$ cat config.mk
export PLATFORM = sky130hd
export DESIGN_NAME = mbp_front
export DESIGN_NICKNAME = d
export VERILOG_FILES = /design/src/rtl/mbp_pkg.sv /design/src/rtl/mbp_front.sv
export SDC_FILE = /design/constraint.sdc
export NUM_CORES = 1
export LEC_CHECK = 0
export BUFFER_PORTS_ARGS = -buffer_cell sky130_fd_sc_hd__buf_2
export CAP_MARGIN = 25
export CORE_UTILIZATION = 35
export CTS_CLUSTER_DIAMETER = 40
export DETAILED_ROUTE_END_ITERATION = 7
export SYNTH_ARGS = -nofsm -noshare
export SYNTH_HDL_FRONTEND = slang
export SYNTH_SLANG_ARGS = --single-unit
$ cat constraint.sdc
create_clock -name clk -period 6.25 [get_ports clk]
set_input_delay 1.25 -clock clk [delete_from_list [all_inputs] [get_ports clk]]
set_output_delay 1.25 -clock clk [all_outputs]
set_load 0.005 [all_outputs]
$ cat src/rtl/mbp_pkg.sv
// Shared types and constants for the three-level MRU page buffer.
// No dependencies; mbp_front, mbp_lookup and the top level import this package.
`timescale 1ns / 1ps
package mbp_pkg;

	localparam int DP_W   = 20;          // data page / page count width
	localparam int PAGE_W = 21;          // buffered page number width
	localparam int SLOT_W = 4;           // slot field width on the result word
	localparam int LVL_W  = 2;

	// divide by 100 as multiply by reciprocal, exact for every 20-bit value
	localparam int                 DIV_C    = 100;
	localparam int                 RECIP_W  = 21;
	localparam logic [RECIP_W-1:0] RECIP_K  = RECIP_W'(1342178);
	localparam int                 RECIP_SH = 27;
	localparam int                 PROD_W   = DP_W + RECIP_W;
	localparam int                 QUOT_W   = 14;

	localparam logic [PAGE_W-1:0] ROOT_PAGE = PAGE_W'(1);

	localparam logic [LVL_W-1:0] LVL_ROOT  = 2'd0;
	localparam logic [LVL_W-1:0] LVL_INDEX = 2'd1;
	localparam logic [LVL_W-1:0] LVL_LEAF  = 2'd2;

	// configuration port
	localparam int          APB_AW  = 3;
	localparam int          APB_DW  = 32;
	localparam logic [0:0]  REG_DPC = 1'b0;   // data_page_count, word index

	typedef struct packed {
		logic [DP_W-1:0] data_page;
		logic            is_write;
	} req_t;

	typedef struct packed {
		logic [LVL_W-1:0]  level;
		logic [PAGE_W-1:0] page;
		logic              hit;
		logic [SLOT_W-1:0] slot;
		logic              evicted;
		logic [PAGE_W-1:0] victim_page;
		logic              write_back;
		logic              last;
	} rsp_t;

	// pages of one request after the front has worked them out
	typedef struct packed {
		logic [PAGE_W-1:0] idx_page;
		logic [PAGE_W-1:0] leaf_page;
		logic              is_write;
	} job_t;

endpackage

$ cat src/rtl/mbp_front.sv
// Front end: takes a request word and works out its index and leaf pages.
// Uses mbp_pkg; feeds the job queue in front of mbp_lookup.
`timescale 1ns / 1ps
module mbp_front (
	input  logic                     clk,
	input  logic                     arst_n,
	input  logic                     push,
	output logic                     full,
	input  mbp_pkg::req_t            req,
	input  logic [mbp_pkg::DP_W-1:0] data_page_count,
	output logic                     job_push,
	output mbp_pkg::job_t            job,
	input  logic                     job_full
);
	import mbp_pkg::*;

	localparam logic [1:0] F_IDLE = 2'd0;
	localparam logic [1:0] F_DIV  = 2'd1;
	localparam logic [1:0] F_FIN  = 2'd2;

	logic [1:0]        state_q;
	logic [DP_W-1:0]   dp_q;
	logic              wr_q;
	logic [QUOT_W-1:0] qdp_q, qcnt_q;
	logic [PROD_W-1:0] prod_dp, prod_cnt;
	logic [DP_W-1:0]   back_mul;
	logic              exact;

	assign full = (state_q != F_IDLE);

	assign prod_dp  = PROD_W'(dp_q) * PROD_W'(RECIP_K);
	assign prod_cnt = PROD_W'(data_page_count) * PROD_W'(RECIP_K);

	// page/100 rounded down times 100 equals page only on a multiple of 100
	assign back_mul = DP_W'(qdp_q) * DP_W'(DIV_C);
	assign exact    = (back_mul == dp_q);

	assign job_push       = (state_q == F_FIN) && !job_full;
	assign job.idx_page   = PAGE_W'(qdp_q) + (exact ? PAGE_W'(1) : PAGE_W'(2));
	assign job.leaf_page  = PAGE_W'(dp_q) + PAGE_W'(qcnt_q) + PAGE_W'(2);
	assign job.is_write   = wr_q;

	always_ff @(posedge clk) begin
		if (state_q == F_IDLE && push) begin
			dp_q <= req.data_page;
			wr_q <= req.is_write;
		end
		if (state_q == F_DIV) begin
			qdp_q  <= prod_dp[RECIP_SH +: QUOT_W];
			qcnt_q <= prod_cnt[RECIP_SH +: QUOT_W];
		end
	end

	always_ff @(posedge clk or negedge arst_n) begin
		if (!arst_n) begin
			state_q <= F_IDLE;
		end else begin
			case (state_q)
				F_IDLE: if (push) state_q <= F_DIV;
				F_DIV:  state_q <= F_FIN;
				F_FIN:  if (!job_full) state_q <= F_IDLE;
				default: state_q <= F_IDLE;
			endcase
		end
	end

endmodule

==> parameters.txt <==
Parameter                              Value

Floorplanning
  Core Box Area ... 0.0531 mm2
  Std cell rows ... 84
  Die span in x ... 235 um
  Die extent in y ... roughly 230 um
  Starting utilization of the core area ... 0.357
  Number of ports placed on the die boundary ... 90
  Overall die area ... 0.0551 mm2

Synthesis
  Most used DFF post-synth ... edfxtp_1
  Number of enable flip-flop cells after synthesis ... 49
  Count of cell types in the netlist ... 57
  Average cell area after synthesis ... 10.1 um2
  Netlist area before placement ... 0.0190 mm2
  Cell count after synthesis ... 1881
  Number of warning messages in the yosys log ... 0
  Async set-reset flop share out of synthesis ... 0.0392
  Share of the yosys chip area belonging to registers ... 0.0803
  Flip-flop and latch count after synthesis ... 51

Worst hold path
  Cell depth of the worst min-delay path ... 2
  Hold crit path type ... flop to flop
  Hold Path Sink ... state_q[1]$_DFFE_PN0P_
  Launch instance of the worst min-delay path ... state_q[0]$_DFFE_PN0P_

Setup path
  Required time at the endpoint of the critical path ... 6.32 ns
  Standard cell with the maximum stage delay on the critical path ... fa_1
  Number of cells on the worst reg-to-reg path ... 18
  Critical register-to-register path endpoint ... qdp_q[13]$_DFFE_PN_
  Most repeated library cell on the critical path ... fa_1
  Worst EP arrival ... approximately 6.6 ns
  CP startpoint ... data_page_count[9]
  Maximum net fanout on the critical path ... 7
  FF-to-FF setup slack ... roughly 0.15 ns
  Element type at the critical path start ... primary input
  Cells traversed along the worst timing path ... buf_12 -> ha_4 -> inv_2 -> fa_1 -> fa_1 -> inv_1 -> fa_1 -> fa_1 -> fa_1 -> inv_1 -> fa_1 -> inv_2 -> ha_4 -> a21oi_2 -> o21ai_2 -> a2111oi_4 -> nor3_2 -> o21ai_2 -> o21ai_2 -> a221o_1 -> a31o_1 -> xnor2_1
  CP endpoint kind ... flop
  Largest incremental delay on the critical path ... approximately 0.5 ns
  Worst setup path class ... primary input to flop
  Startpoint of the worst register-to-register path ... dp_q[9]$_DFFE_PP_

Job
  Number of violations of the max-capacitance limit ... 0

GRT
  Congestion Overflow GR ... 0
  GRT Overall Usage ... 0.167
  Vias in the first global route ... 14800
  Pin count of the biggest net entering global routing ... 30
  Global-route wire length before repair ... about 73000 um
  Antenna violations before repair ... 0

Layout
  Final instance area ... 0.0230 mm2
  Top library cells by usage in the layout, fill and taps aside ... inv_1 (555), ha_1 (471), fa_1 (275)
  Layout net count ... just over 3000
  Share of cells above drive strength 1 ... 0.213
  Post-synthesis to final-layout area growth ... 21.5%
  Most common cell after layout, fill and taps aside ... inv_1
  Number of filler instances in the final layout ... 5022
  Final core utilization ... 0.434

Run status
  Violations in the final reports ... setup timing
  Status ... finished, violations left

STA
  Setup clock skew after layout ... slightly above 0.009 ns
  Relative max-transition margin ... 0.386
  RSZ-0062 raised after global routing ... yes
  Final worst-path cycle share ... 1.05
  Worst-margin pin slew ... 0.919 ns
  Fin worst setup slack ... -0.285 ns
  Number of pins exceeding their max-slew limit in the final report ... 0
  Upper clock frequency limit ... between 150 and 200 MHz
  Number of hold-slack violations in the final timing report ... 0
  Final number of setup-violating endpoints ... 8
  Clock period minus final worst setup slack ... 6.53 ns

Clocking
  Clock insertion delay at the later pin of the skew report ... 0.31 ns
  # clock sinks ... 51
  Clk root buf ... clkbuf_16
  CTS Buf Count ... 5
  Htree depth ... 2
  Clock-pin transition on the worst setup and hold timing paths ... around 0.080 ns
  Hold Buf Count CTS ... 0
  Maximum count of clock buffers along a single path ... 2
  Clock tree from TritonCTS ... built

Detailed routing
  DR vias ... about 13000
  DRC viols ... 0
  Average vias per placed instance ... 4.66
  Wire per inst ... approximately 16 um
  Number of nets with antenna violations after routing ... 0
  Detailed Route WL ... 45200 um
  Iteration-0 DRC Markers ... approximately 550
  Detailed Routing Iterations Pass 1 ... 4

Placement
  Area after DPL ... 0.0216 mm2
  Port-buffer cells ... 83
  Detailed placement HPWL ... 40800 um
  Routability-driven placement congestion ratio ... between 0.8 and 0.9
## registers in the layout, indices dropped and copies added (netlist names)
| register | flops |
|---|---|
| dp_q | 20 |
| qcnt_q | 14 |
| qdp_q | 14 |
| state_q | 2 |
| wr_q | 1 |
## synthesized netlist by cell type, drive strengths merged (9+ instances only)
| cell | count | share of area |
|---|---|---|
| inv | 580 | 0.11 |
| ha | 518 | 0.34 |
| fa | 299 | 0.32 |
| xnor2 | 61 | 0.028 |
| a21oi | 56 | 0.015 |
| edfxtp | 49 | 0.078 |
| nand2 | 42 | 0.0083 |
| nor2 | 37 | 0.0073 |
| o21ai | 36 | 0.0097 |
| a21o | 26 | 0.010 |
| xor2 | 26 | 0.012 |
| nor3 | 16 | 0.0045 |
| and3 | 12 | 0.0040 |
| nand3 | 9 | 0.0024 |
## layout make-up
class	instances	area [um2]	share of cell area
timing repair buffer	291	2180	0.0946
inverter	580	2180	0.0948
multi-input combinational	1248	16100	0.700
clock buffer	5	125	0.00543
clock inverter	3	42.5	0.00185
antenna	1	2.50	0.000109
sequential	51	1520	0.0661
tap	688	861	0.0374
## routing by layer
metal / wire [um] / up-vias / GRT usage
met4: 1400 / 0 / 0.0486
met5: 0 / - / 0
met3: 890 / 57 / 0.0109
met1: 19300 / 6605 / 0.206
li1: - / 6550 / -
met2: 23500 / 161 / 0.312
## logic make-up after synthesis
| group | Yosys count | share of synthesized area |
|---|---|---|
| xor+xnor | 87 | 0.0402 |
| fa+ha+maj | 817 | 0.658 |
| flops | 51 | 0.0803 |
| compound gates | 178 | 0.0619 |
| buf+inv | 587 | 0.118 |
| simple gates | 159 | 0.0415 |
| mux | 1 | 0.000528 |
| other cells | 1 | 0.000198 |
## what timing repair did
action,in CTS,in global routing
gates resized for setup,100,105
buffers inserted,19,21
setup endpoints to repair,27,36
pin swaps,74,50
cloned,0,0
## critical path, delay by kind of cell
family          cells  cell delay, ns
compound gates      7            1.45
xor+xnor            1            0.12
fa+ha+maj           8            3.38
buf+inv             5            0.30
simple gates        1            0.11
## worst max-delay path by stage
stage,cells past startpoint,end
after floorplan,21,qcnt_q[13]$_DFFE_PN_
after global placement,22,qcnt_q[13]$_DFFE_PN_
after detailed placement,23,qcnt_q[10]$_DFFE_PN_
after CTS,22,qcnt_q[13]$_DFFE_PN_
after global routing,22,qcnt_q[13]$_DFFE_PN_
final,22,qcnt_q[13]$_DFFE_PN_
## through the flow
stage	worst slack (ns)	hold slack (ns)	TNS [ns]	cells
after floorplan	-0.345	0.511	-0.931	1886
after global placement	-0.749	0.556	-7.07	2819
after detailed placement	-0.833	0.595	-8.41	2820
after CTS	-0.300	0.613	-1.58	2847
after global routing	-0.474	0.635	-5.60	2866
final	-0.285	0.609	-1.42	2867
Power is left out: the tool's default activity adds up to more than one toggle a clock period on the data nets, which glitch-free logic cannot reach.
