## src/rtl/mbp_fifo.sv

```systemverilog
// Small register queue used between front and back and on the result side.
// Generic width and depth; no package use.
`timescale 1ns / 1ps
module mbp_fifo #(
	parameter int WIDTH = 8,
	parameter int DEPTH = 2
) (
	input  logic             clk,
	input  logic             arst_n,
	input  logic             wr_en,
	input  logic [WIDTH-1:0] wr_data,
	input  logic             rd_en,
	output logic [WIDTH-1:0] rd_data,
	output logic             full,
	output logic             empty
);
	localparam int PW = (DEPTH > 1) ? $clog2(DEPTH) : 1;
	localparam int CW = $clog2(DEPTH + 1);

	logic [WIDTH-1:0] mem_q [DEPTH];
	logic [PW-1:0]    wptr_q, rptr_q;
	logic [CW-1:0]    count_q;
	logic             do_wr, do_rd;

	assign full    = (count_q == CW'(DEPTH));
	assign empty   = (count_q == '0);
	assign do_wr   = wr_en && !full;
	assign do_rd   = rd_en && !empty;
	assign rd_data = mem_q[rptr_q];

	always_ff @(posedge clk) begin
		if (do_wr) begin
			mem_q[wptr_q] <= wr_data;
		end
	end

	always_ff @(posedge clk or negedge arst_n) begin
		if (!arst_n) begin
			wptr_q  <= '0;
			rptr_q  <= '0;
			count_q <= '0;
		end else begin
			if (do_wr) begin
				wptr_q <= (wptr_q == PW'(DEPTH - 1)) ? '0 : wptr_q + PW'(1);
			end
			if (do_rd) begin
				rptr_q <= (rptr_q == PW'(DEPTH - 1)) ? '0 : rptr_q + PW'(1);
			end
			if (do_wr && !do_rd) begin
				count_q <= count_q + CW'(1);
			end else if (do_rd && !do_wr) begin
				count_q <= count_q - CW'(1);
			end
		end
	end

endmodule

```

## config.mk

```make
export PLATFORM = sky130hd
export DESIGN_NAME = mbp_fifo
export DESIGN_NICKNAME = d
export VERILOG_FILES = /design/src/rtl/mbp_fifo.sv
export SDC_FILE = /design/constraint.sdc
export NUM_CORES = 1
export LEC_CHECK = 0
export BUFFER_PORTS_ARGS = -buffer_cell sky130_fd_sc_hd__buf_4
export CAP_MARGIN = 20
export CORE_UTILIZATION = 45
export CTS_BUF_LIST = sky130_fd_sc_hd__clkbuf_4 sky130_fd_sc_hd__clkbuf_8
export CTS_CLUSTER_SIZE = 12
export DETAILED_ROUTE_END_ITERATION = 12
export PLACE_DENSITY = 0.78
export SLEW_MARGIN = 20
export SYNTH_ARGS = -nofsm -noshare
export SYNTH_HDL_FRONTEND = slang
export SYNTH_SLANG_ARGS = --single-unit
```

## constraint.sdc

```tcl
create_clock -name clk -period 1.6 [get_ports clk]
set_input_delay 0.4 -clock clk [delete_from_list [all_inputs] [get_ports clk]]
set_output_delay 0.4 -clock clk [all_outputs]
set_load 0.02 [all_outputs]
```

==> results of run 1 <==
[worst max-delay path by stage]
| stage | end | start | slack (ns) | cells past startpoint |
|---|---|---|---|---|
| floorplan | mem_q[0][0]$_DFFE_PP_ | count_q[0]$_DFFE_PN0P_ | 0.21 | 3 |
| global placement | rd_data[0] | rptr_q$_DFFE_PN0P_ | 0.12 | 2 |
| detailed placement | rd_data[2] | rptr_q$_DFFE_PN0P_ | 0.11 | 2 |
| CTS | rd_data[0] | rptr_q$_DFFE_PN0P_ | -0.1 | 3 |
| global route | rd_data[0] | rptr_q$_DFFE_PN0P_ | -0.13 | 3 |
| finish | rd_data[0] | rptr_q$_DFFE_PN0P_ | -0.09 | 3 |
[state kept, by name (all words and copies together) (netlist names)]
signal / cells
count_q: 2
rptr_q: 1
mem_q: 16
wptr_q: 1
[metrics by stage]
step / utilization, % / total power [mW]
after floorplan: - / 1.294
after global placement: 61.72 / 1.544
after detailed placement: 61.72 / 1.573
after CTS: 70.06 / 2.092
after global routing: 71.59 / 2.245
final: 71.59 / 2.137
[kinds of logic after synthesis]
| kind of cell | count (synthesis) | share of synthesized area, % |
|---|---|---|
| XOR/XNOR | 5 | 6.561 |
| buffers and inverters | 3 | 1.600 |
| AO/OA/AOI/OAI | 1 | 0.6394 |
| AND/OR/NAND/NOR | 6 | 3.841 |
| flip-flops | 20 | 74.24 |
| multiplexers | 8 | 11.52 |
| adder cells (fa/ha/maj) | 1 | 1.600 |
[cell type report]
class | instances | area, sq um
clock buffer | 4 | 36.28
inverter | 2 | 7.507
fill | 104 | 442.9
sequential | 20 | 583.1
multi-input combinational | 21 | 219.0
timing repair buffer | 28 | 250.2
tap | 16 | 20.02
[cell usage after synthesis (all sizes together)]
cell / count / area [sq um]
and3: 1 / 6.260
buf: 1 / 5.000
dfrtp: 4 / 100.1
edfxtp: 16 / 480.5
ha: 1 / 12.51
inv: 2 / 7.510
mux2: 8 / 90.08
nand2: 1 / 6.260
nand2b: 1 / 6.260
nor2: 3 / 11.26
o21ai: 1 / 5.000
xnor2: 3 / 33.79
xor2: 2 / 17.52
[worst max-delay path, cell delays in order (launching register included)]
cell,delay (ns)
dfrtp_2,0.43
buf_6,0.14
mux2_4,0.30
buf_6,0.13
[layer usage]
layer / wire (um) / part of all wire [%] / vias up / GRT usage, %
met2: 691 / 51 / 15 / 25.67
met5: 0 / 0 / - / 0
met4: 30 / 2.2 / 0 / 11.25
li1: - / - / 220 / -
met3: 75 / 5.6 / 4 / 3.333
met1: 553 / 41 / 227 / 19.60
[power groups by stage]
stage	combinational (mW)	clock (mW)	sequential, mW
after floorplan	0.502	0	0.793
after detailed placement	0.714	0	0.859
after CTS	0.981	0.291	0.819
after global placement	0.699	0	0.845
final	1.04	0.282	0.811
after global routing	1.10	0.309	0.833
[timing repair]
item | 4_1_cts | 5_1_grt
buffers inserted | 3 | 2
hold buffers | 1 | 0
setup endpoints to repair | 8 | 10
endpoints found under the hold margin | 4 | 0
gates resized for setup | 19 | 3
==> results.cfg, run 1 <==
[setup_path]
cp.required_ns = 1.20
r2r-end = count_q[1]$_DFFE_PN0P_
r2r_slack_ns = 0.16
cp.arrival_ns = 1.29
cp_max_fo = 5
r2r_start = count_q[0]$_DFFE_PN0P_
path_class = reg2out
end_kind = output pin
cp-start-kind = register
rr_worst_depth = 6

[sta]
rsz0062_at_grt = yes
setup_violations = 8
fmax_mhz = 591.4
setup_tns_ns = -0.6704
worst_pin_slew_ns = 0.3694
finalClockSkew_ns = 0.0006250
hold_ws_ns = 0.2872
fin_crit_sh_pct = 105.7
relSlewSlack_pct = 75.38
fin_ws_ns = -0.09094
fin_crit_ns = 1.691
report.final.slew_viol_count = 0
hold_violations = 0

[final_layout]
final_cells = 91
area_delta_synth_final_pct = 42.72
num-nets-final = 89
diodes = 0
final_area_sq_um = 1116
mostFrequentLayoutCells = buf_4 (17), edfxtp_1 (16), buf_6 (10), mux2_4 (8)
mostFrequentLayoutCell = buf_4
final_layout_size_suffix_gt1_share_pct = 57.33

[synthesis]
yosys_warnings = 0
ys_ff_latch = 20
synth.distinct_cells = 15
synth_seq_area_share_pct = 74.24
syn_avg_cell_area_sq_um = 17.77
synthesis.area_sq_um = 782.0
syn-instance-count = 44
synthesis.nets = 57

[floorplanning]
rows = 14
core_sq_um = 1559
dieArea_sq_um = 1908
die_h_um = 43.69
io_pins = 22
die_x_um = 43.69
start_util_pct = 50.16

[clock_tree]
clock_latency_ns = 0.29
cts_made_buffers = 3
cts_tree = done
clockBufferDepth = 2
clk_pin_slew_ns = 0.11
htree_levels = 1
clock-sinks = 20
root_buffer = clkbuf_4

[status]
status = finished with violations
violations = DRC, setup timing

[power_and_ir_drop]
internal_power_mw = 1.449
p_sw_mw = 0.6877
seq_power_share_pct = 37.9
pwr-share-comb_pct = 48.8
clkPwrFrac_pct = 13.2
ir_worst_vdd_mv = 1.074
p_per_area_nw_per_um2 = 1914
switching_share_pct = 32.19
p_leak_nw = 0.4899

[drt]
firstDrtPassIters = 7
wl_per_cell_um = 14.84
ant_nets = 0
wirelength_um = 1350
viasPerCell = 5.121
drc = 2
drt_iter0_markers = 4
vias = 466

[global_route]
grt_usage_pct = 16.13
grt_overflow = 0
grt_start_max_net_pins = 12
antenna_found_initial = 0
grt_pass1_vias = 454
grt_pass1_wl_um = 2097

[placement]
hpwl_um = 897.1
post_dp_cell_area_sq_um = 962.2
dp.cells = 81
port_buffers = 21
gp_congestion = 0.6833
preCtsSetupSlack_ns = 0.1135

[run]
cap_violations = 0

[hold_path]
min_path_cells = 1
holdPathEnd = mem_q[1][4]$_DFFE_PP_
hp-start = wr_data[4]
hp-class = in2reg
(Power assumes the default switching activity.)
==> run 2: changes to the inputs <==
--- a/config.mk
+++ b/config.mk
@@ -12,6 +12,7 @@
 export CTS_CLUSTER_SIZE = 12
 export DETAILED_ROUTE_END_ITERATION = 12
 export PLACE_DENSITY = 0.78
+export REMOVE_ABC_BUFFERS = 1
 export SLEW_MARGIN = 20
 export SYNTH_ARGS = -nofsm -noshare
 export SYNTH_HDL_FRONTEND = slang
==> run 2 against run 1 <==
Net effect:
- worst setup slack improved by 0.0016 ns
- largest power group unchanged
- hold slack better by 0.0027 ns
- highest routed layer is now met3
- routed wire length fell by 14%
- first-iteration DRC count increased by 130%
- design area stayed put
- the run still ends with DRC, setup timing left
- critical path type unchanged
- clock skew grew 0.0036 ns
- die area is the same
==> results.cfg, run 2 (synthesized netlist as in run 1, its figures left out) <==
[status]
status = finished with violations
violations = DRC, setup timing

[drt]
drt_iter0_markers = 9
wl_per_cell_um = 12.66
wirelength_um = 1165
vias = 451
viasPerCell = 4.902
firstDrtPassIters = 8
ant_nets = 0
drc = 2

[global_route]
antenna_found_initial = 0
grt_usage_pct = 15.42
grt_pass1_vias = 449
grt_start_max_net_pins = 12
grt_overflow = 0
grt_pass1_wl_um = 2049

[floorplanning]
die_x_um = 43.69
rows = 14
dieArea_sq_um = 1908
core_sq_um = 1559
start_util_pct = 50.16
die_h_um = 43.69
io_pins = 22

[clock_tree]
clock_latency_ns = 0.29
clockBufferDepth = 2
root_buffer = clkbuf_4
cts_tree = done
clk_pin_slew_ns = 0.10
clock-sinks = 20
cts_made_buffers = 3
htree_levels = 1

[sta]
relSlewSlack_pct = 73.52
report.final.slew_viol_count = 0
worst_pin_slew_ns = 0.3972
setup_violations = 8
finalClockSkew_ns = 0.004251
fmax_mhz = 591.9
hold_violations = 0
fin_crit_ns = 1.689
fin_ws_ns = -0.08934
rsz0062_at_grt = yes
fin_crit_sh_pct = 105.6
setup_tns_ns = -0.6533

[setup_path]
cp-start-kind = register
end_kind = output pin
startpoint = rptr_q$_DFFE_PN0P_
cp_max_fo = 5
rr_worst_depth = 6
path_class = reg2out
r2r_slack_ns = 0.15
r2r_start = count_q[0]$_DFFE_PN0P_
cp.arrival_ns = 1.29
cp.required_ns = 1.20
slowest_delay_ns = 0.43
worstPathCellList = buf_6, mux2_4, buf_6
cp_slowest_cell = dfrtp_2
critical_path.most_common_cell = buf_6

[final_layout]
diodes = 0
final_area_sq_um = 1116
area_delta_synth_final_pct = 42.72
top_register = mem_q
mostFrequentLayoutCell = buf_4
reg.largest.list = mem_q x16, count_q x2
mostFrequentLayoutCells = buf_4 (18), edfxtp_1 (16), buf_6 (10), mux2_4 (6)
final_layout_size_suffix_gt1_share_pct = 57.89
largest_reg_flops = 16
fillCellCount = 110
utilization_pct = 71.59
num-nets-final = 90

[power_and_ir_drop]
fin_total_pwr_mw = 2.114
ir_worst_vdd_mv = 1.237
p_leak_nw = 0.4866
p_per_area_nw_per_um2 = 1894

[placement]
gp_congestion = 0.6402
post_dp_cell_area_sq_um = 969.7
hpwl_um = 821.4
port_buffers = 21

[run]
cap_violations = 0

[hold_path]
hp-class = in2reg
hp-start = wr_data[2]
min_path_cells = 1
run 2: changes by cell type in the layout (fill, tap and decap cells not counted):
cell	previous run	this run
buf_4	17	18
mux2_2	0	2
mux2_4	8	6
run 2: path summary, 6_finish.rpt:
| kind | end |
|---|---|
| min in group asynchronous | count_q[0]$_DFFE_PN0P_ |
| min reg2reg | count_q[1]$_DFFE_PN0P_ |
| max in group asynchronous | rptr_q$_DFFE_PN0P_ |
| max | rd_data[6] |
| min | mem_q[0][2]$_DFFE_PP_ |
| max reg2reg | count_q[1]$_DFFE_PN0P_ |
run 2: critical path, delay by kind of cell, from the launching register on:
| family | cells | cell delay (ns) |
|---|---|---|
| buffers and inverters | 2 | 0.27 |
| muxes | 1 | 0.30 |
| DFF | 1 | 0.43 |
run 2: repair_timing:
item | in CTS | in global routing
gates resized for setup | 19 | 1
endpoints found under the setup margin | 8 | 10
endpoints found under the hold margin | 4 | 0
hold buffers | 1 | 0
buffers inserted | 3 | 2
run 2: routing by layer:
metal	track usage, %	share of wire [%]
met1	19.89	44
met3	5.417	6.2
met2	25.07	50
met4	3.750	0
met5	0	0
run 2: power by group:
group          leakage, nW  internal (mW)  switching (mW)
combinational        0.272          0.573           0.458
clock               0.0210          0.138           0.138
sequential           0.193          0.733          0.0733
total                0.487           1.44           0.669
run 2: cell type report:
cell class | count | area [sq um] | area share [%]
clock buffer | 4 | 36.28 | 3.251
inverter | 2 | 7.507 | 0.6726
multi-input combinational | 21 | 211.5 | 18.95
sequential | 20 | 583.1 | 52.24
tap | 16 | 20.02 | 1.794
timing repair buffer | 29 | 257.7 | 23.09
run 2: through the flow:
step	cells	hold slack (ns)	worst slack (ns)
3_3_place_gp	82	0.2012	0.1167
4_1_cts	90	0.2830	-0.08367
6_report	92	0.2899	-0.08934
5_1_grt	92	0.2619	-0.1434
2_1_floorplan	43	0.1044	0.2079
3_5_place_dp	82	0.2028	0.09874
==> run 3: changes to the inputs <==
==> constraint.sdc (replaced) <==
create_clock -name clk -period 2.1 [get_ports clk]
set_input_delay 0.525 -clock clk [delete_from_list [all_inputs] [get_ports clk]]
set_output_delay 0.525 -clock clk [all_outputs]
set_load 0.02 [all_outputs]
==> run 3 against run 2 <==
Net effect:
- the flow finishes with violations (DRC)
- die area stayed put
- sequential power decreased by 20%
- routed wire length grew 2.1%
- non-clock buffer count down 6
- largest cell class unchanged
- largest power group is now registers
- sequential share of layout area rose by 4.4 points
- worst setup slack gained 0.24 ns
- clock skew rose by 0.0039 ns
- hold slack better by 0.11 ns
- sequential cell count stayed put
==> results.cfg, run 3 (synthesized netlist as in run 1, its figures left out) <==
[final_layout]
utilization_pct = 65.73
largest_reg_flops = 16
final_cells = 86
mostFrequentLayoutCell = buf_4
top_register = mem_q
fillCellCount = 114
mostFrequentLayoutCells = buf_4 (22), edfxtp_1 (16), mux2_1 (6), dfrtp_1 (4)
final_layout_size_suffix_gt1_share_pct = 42.86
num-nets-final = 84
reg.largest.list = mem_q x16, count_q x2
diodes = 0
area_delta_synth_final_pct = 31.04
multiInputGateArea_sq_um = 188.9
regArea_sq_um = 580.6

[drt]
viasPerCell = 4.942
vias = 425
drc = 2
wl_per_cell_um = 13.84
ant_nets = 0
firstDrtPassIters = 7
wirelength_um = 1190
drt_iter0_markers = 3

[global_route]
grt_usage_pct = 14.35
grt_pass1_vias = 448
grt_overflow = 0
grt_pass1_wl_um = 1966
antenna_found_initial = 0
grt_start_max_net_pins = 13

[clock_tree]
cts_made_buffers = 3
clockBufferDepth = 2
cts_setup_buffers = 0
cts-resized-gates = 0
htree_levels = 1
clk_pin_slew_ns = 0.12
clock_latency_ns = 0.30
root_buffer = clkbuf_4
cts_tree = done
clock-sinks = 20
postCtsHoldBufs = 1

[placement]
dp.cells = 81
port_buffers = 21
gp_congestion = 0.6415
hpwl_um = 858.6

[sta]
fin_crit_sh_pct = 93.03
setup_tns_ns = 0
worst_pin_slew_ns = 0.4447
fin_crit_ns = 1.954
hold_violations = 0
relSlewSlack_pct = 70.24
fmax_mhz = 511.9
report.final.slew_viol_count = 0
setup_violations = 0
finalClockSkew_ns = 0.008195
rsz0062_at_grt = no

[power_and_ir_drop]
ir_worst_vdd_mv = 0.9023
p_leak_nw = 0.4288
p_per_area_nw_per_um2 = 1452

[hold_path]
hp-class = in2reg

[setup_path]
path_class = reg2out
slowest_delay_ns = 0.60
cp_slowest_cell = dfrtp_1
cp.required_ns = 1.57
cp.arrival_ns = 1.43
cp_max_fo = 9
end_kind = output pin
worstPathCellList = mux2_2, buf_4
cp-start-kind = register

[floorplanning]
die_h_um = 43.69
rows = 14
die_x_um = 43.69
dieArea_sq_um = 1908
start_util_pct = 50.16
io_pins = 22
core_sq_um = 1559

[status]
violations = DRC
status = finished with violations

[run]
cap_violations = 0
==> run 3: cell count changes in the layout (fill, tap and decap cells not counted) <==
| cell | before | now |
|---|---|---|
| clkbuf_8 | 1 | 0 |
| mux2_1 | 0 | 6 |
| buf_6 | 10 | 0 |
| bufinv_16 | 0 | 1 |
| dfrtp_1 | 2 | 4 |
| buf_4 | 18 | 22 |
| dfrtp_2 | 2 | 0 |
| mux2_4 | 6 | 0 |
==> run 3: area by class of cell <==
| class | instances | share of cell area, % |
|---|---|---|
| Clock buffer | 3 | 2.198 |
| Timing Repair Buffer | 23 | 17.09 |
| Tap cell | 16 | 1.954 |
| Inverter | 2 | 0.7326 |
| Clock inverter | 1 | 2.930 |
| Multi-Input combinational cell | 21 | 18.44 |
| Sequential cell | 20 | 56.65 |
==> run 3: critical path: cells and delay by family, from the launching register on <==
kind,cells,cell delay [ns]
mux,1,0.38
buf+inv,1,0.15
flops,1,0.60
==> run 3: worst paths after layout <==
path | from | to | slack [ns] | depth (start not counted)
max | rptr_q$_DFFE_PN0P_ | rd_data[7] | 0.15 | 2
min | wr_data[2] | mem_q[1][2]$_DFFE_PP_ | 0.40 | 1
max reg2reg | count_q[0]$_DFFE_PN0P_ | mem_q[0][6]$_DFFE_PP_ | 0.50 | 4
min reg2reg | wptr_q$_DFFE_PN0N_ | wptr_q$_DFFE_PN0N_ | 0.53 | 1
max in group asynchronous | arst_n | count_q[0]$_DFFE_PN0P_ | 1.46 | 2
min in group asynchronous | arst_n | rptr_q$_DFFE_PN0P_ | 0.54 | 2
==> run 3: metal layers <==
layer / global-route usage, % / wire (um)
met4: 3.750 / 0
met5: 0 / 0
met2: 22.99 / 576
met1: 20.17 / 541
met3: 2.917 / 71
==> run 3: through the flow <==
stage	hold WS (ns)	power, mW	setup slack, ns	instance area [sq um]
2_1_floorplan	0.2294	0.9781	0.6439	777.0
3_3_place_gp	0.3261	1.175	0.4914	962.2
3_5_place_dp	0.3265	1.194	0.4749	962.2
4_1_cts	0.4024	1.501	0.1317	1025
5_1_grt	0.3817	1.572	0.07669	1025
6_report	0.4046	1.488	0.1464	1025
==> run 3: power by group <==
part / total (mW) / switching [mW] / internal [mW] / leakage, nW
clock: 0.310 / 0.117 / 0.193 / 0.0279
sequential: 0.641 / 0.0871 / 0.554 / 0.195
combinational: 0.537 / 0.270 / 0.267 / 0.206
total: 1.49 / 0.474 / 1.01 / 0.429
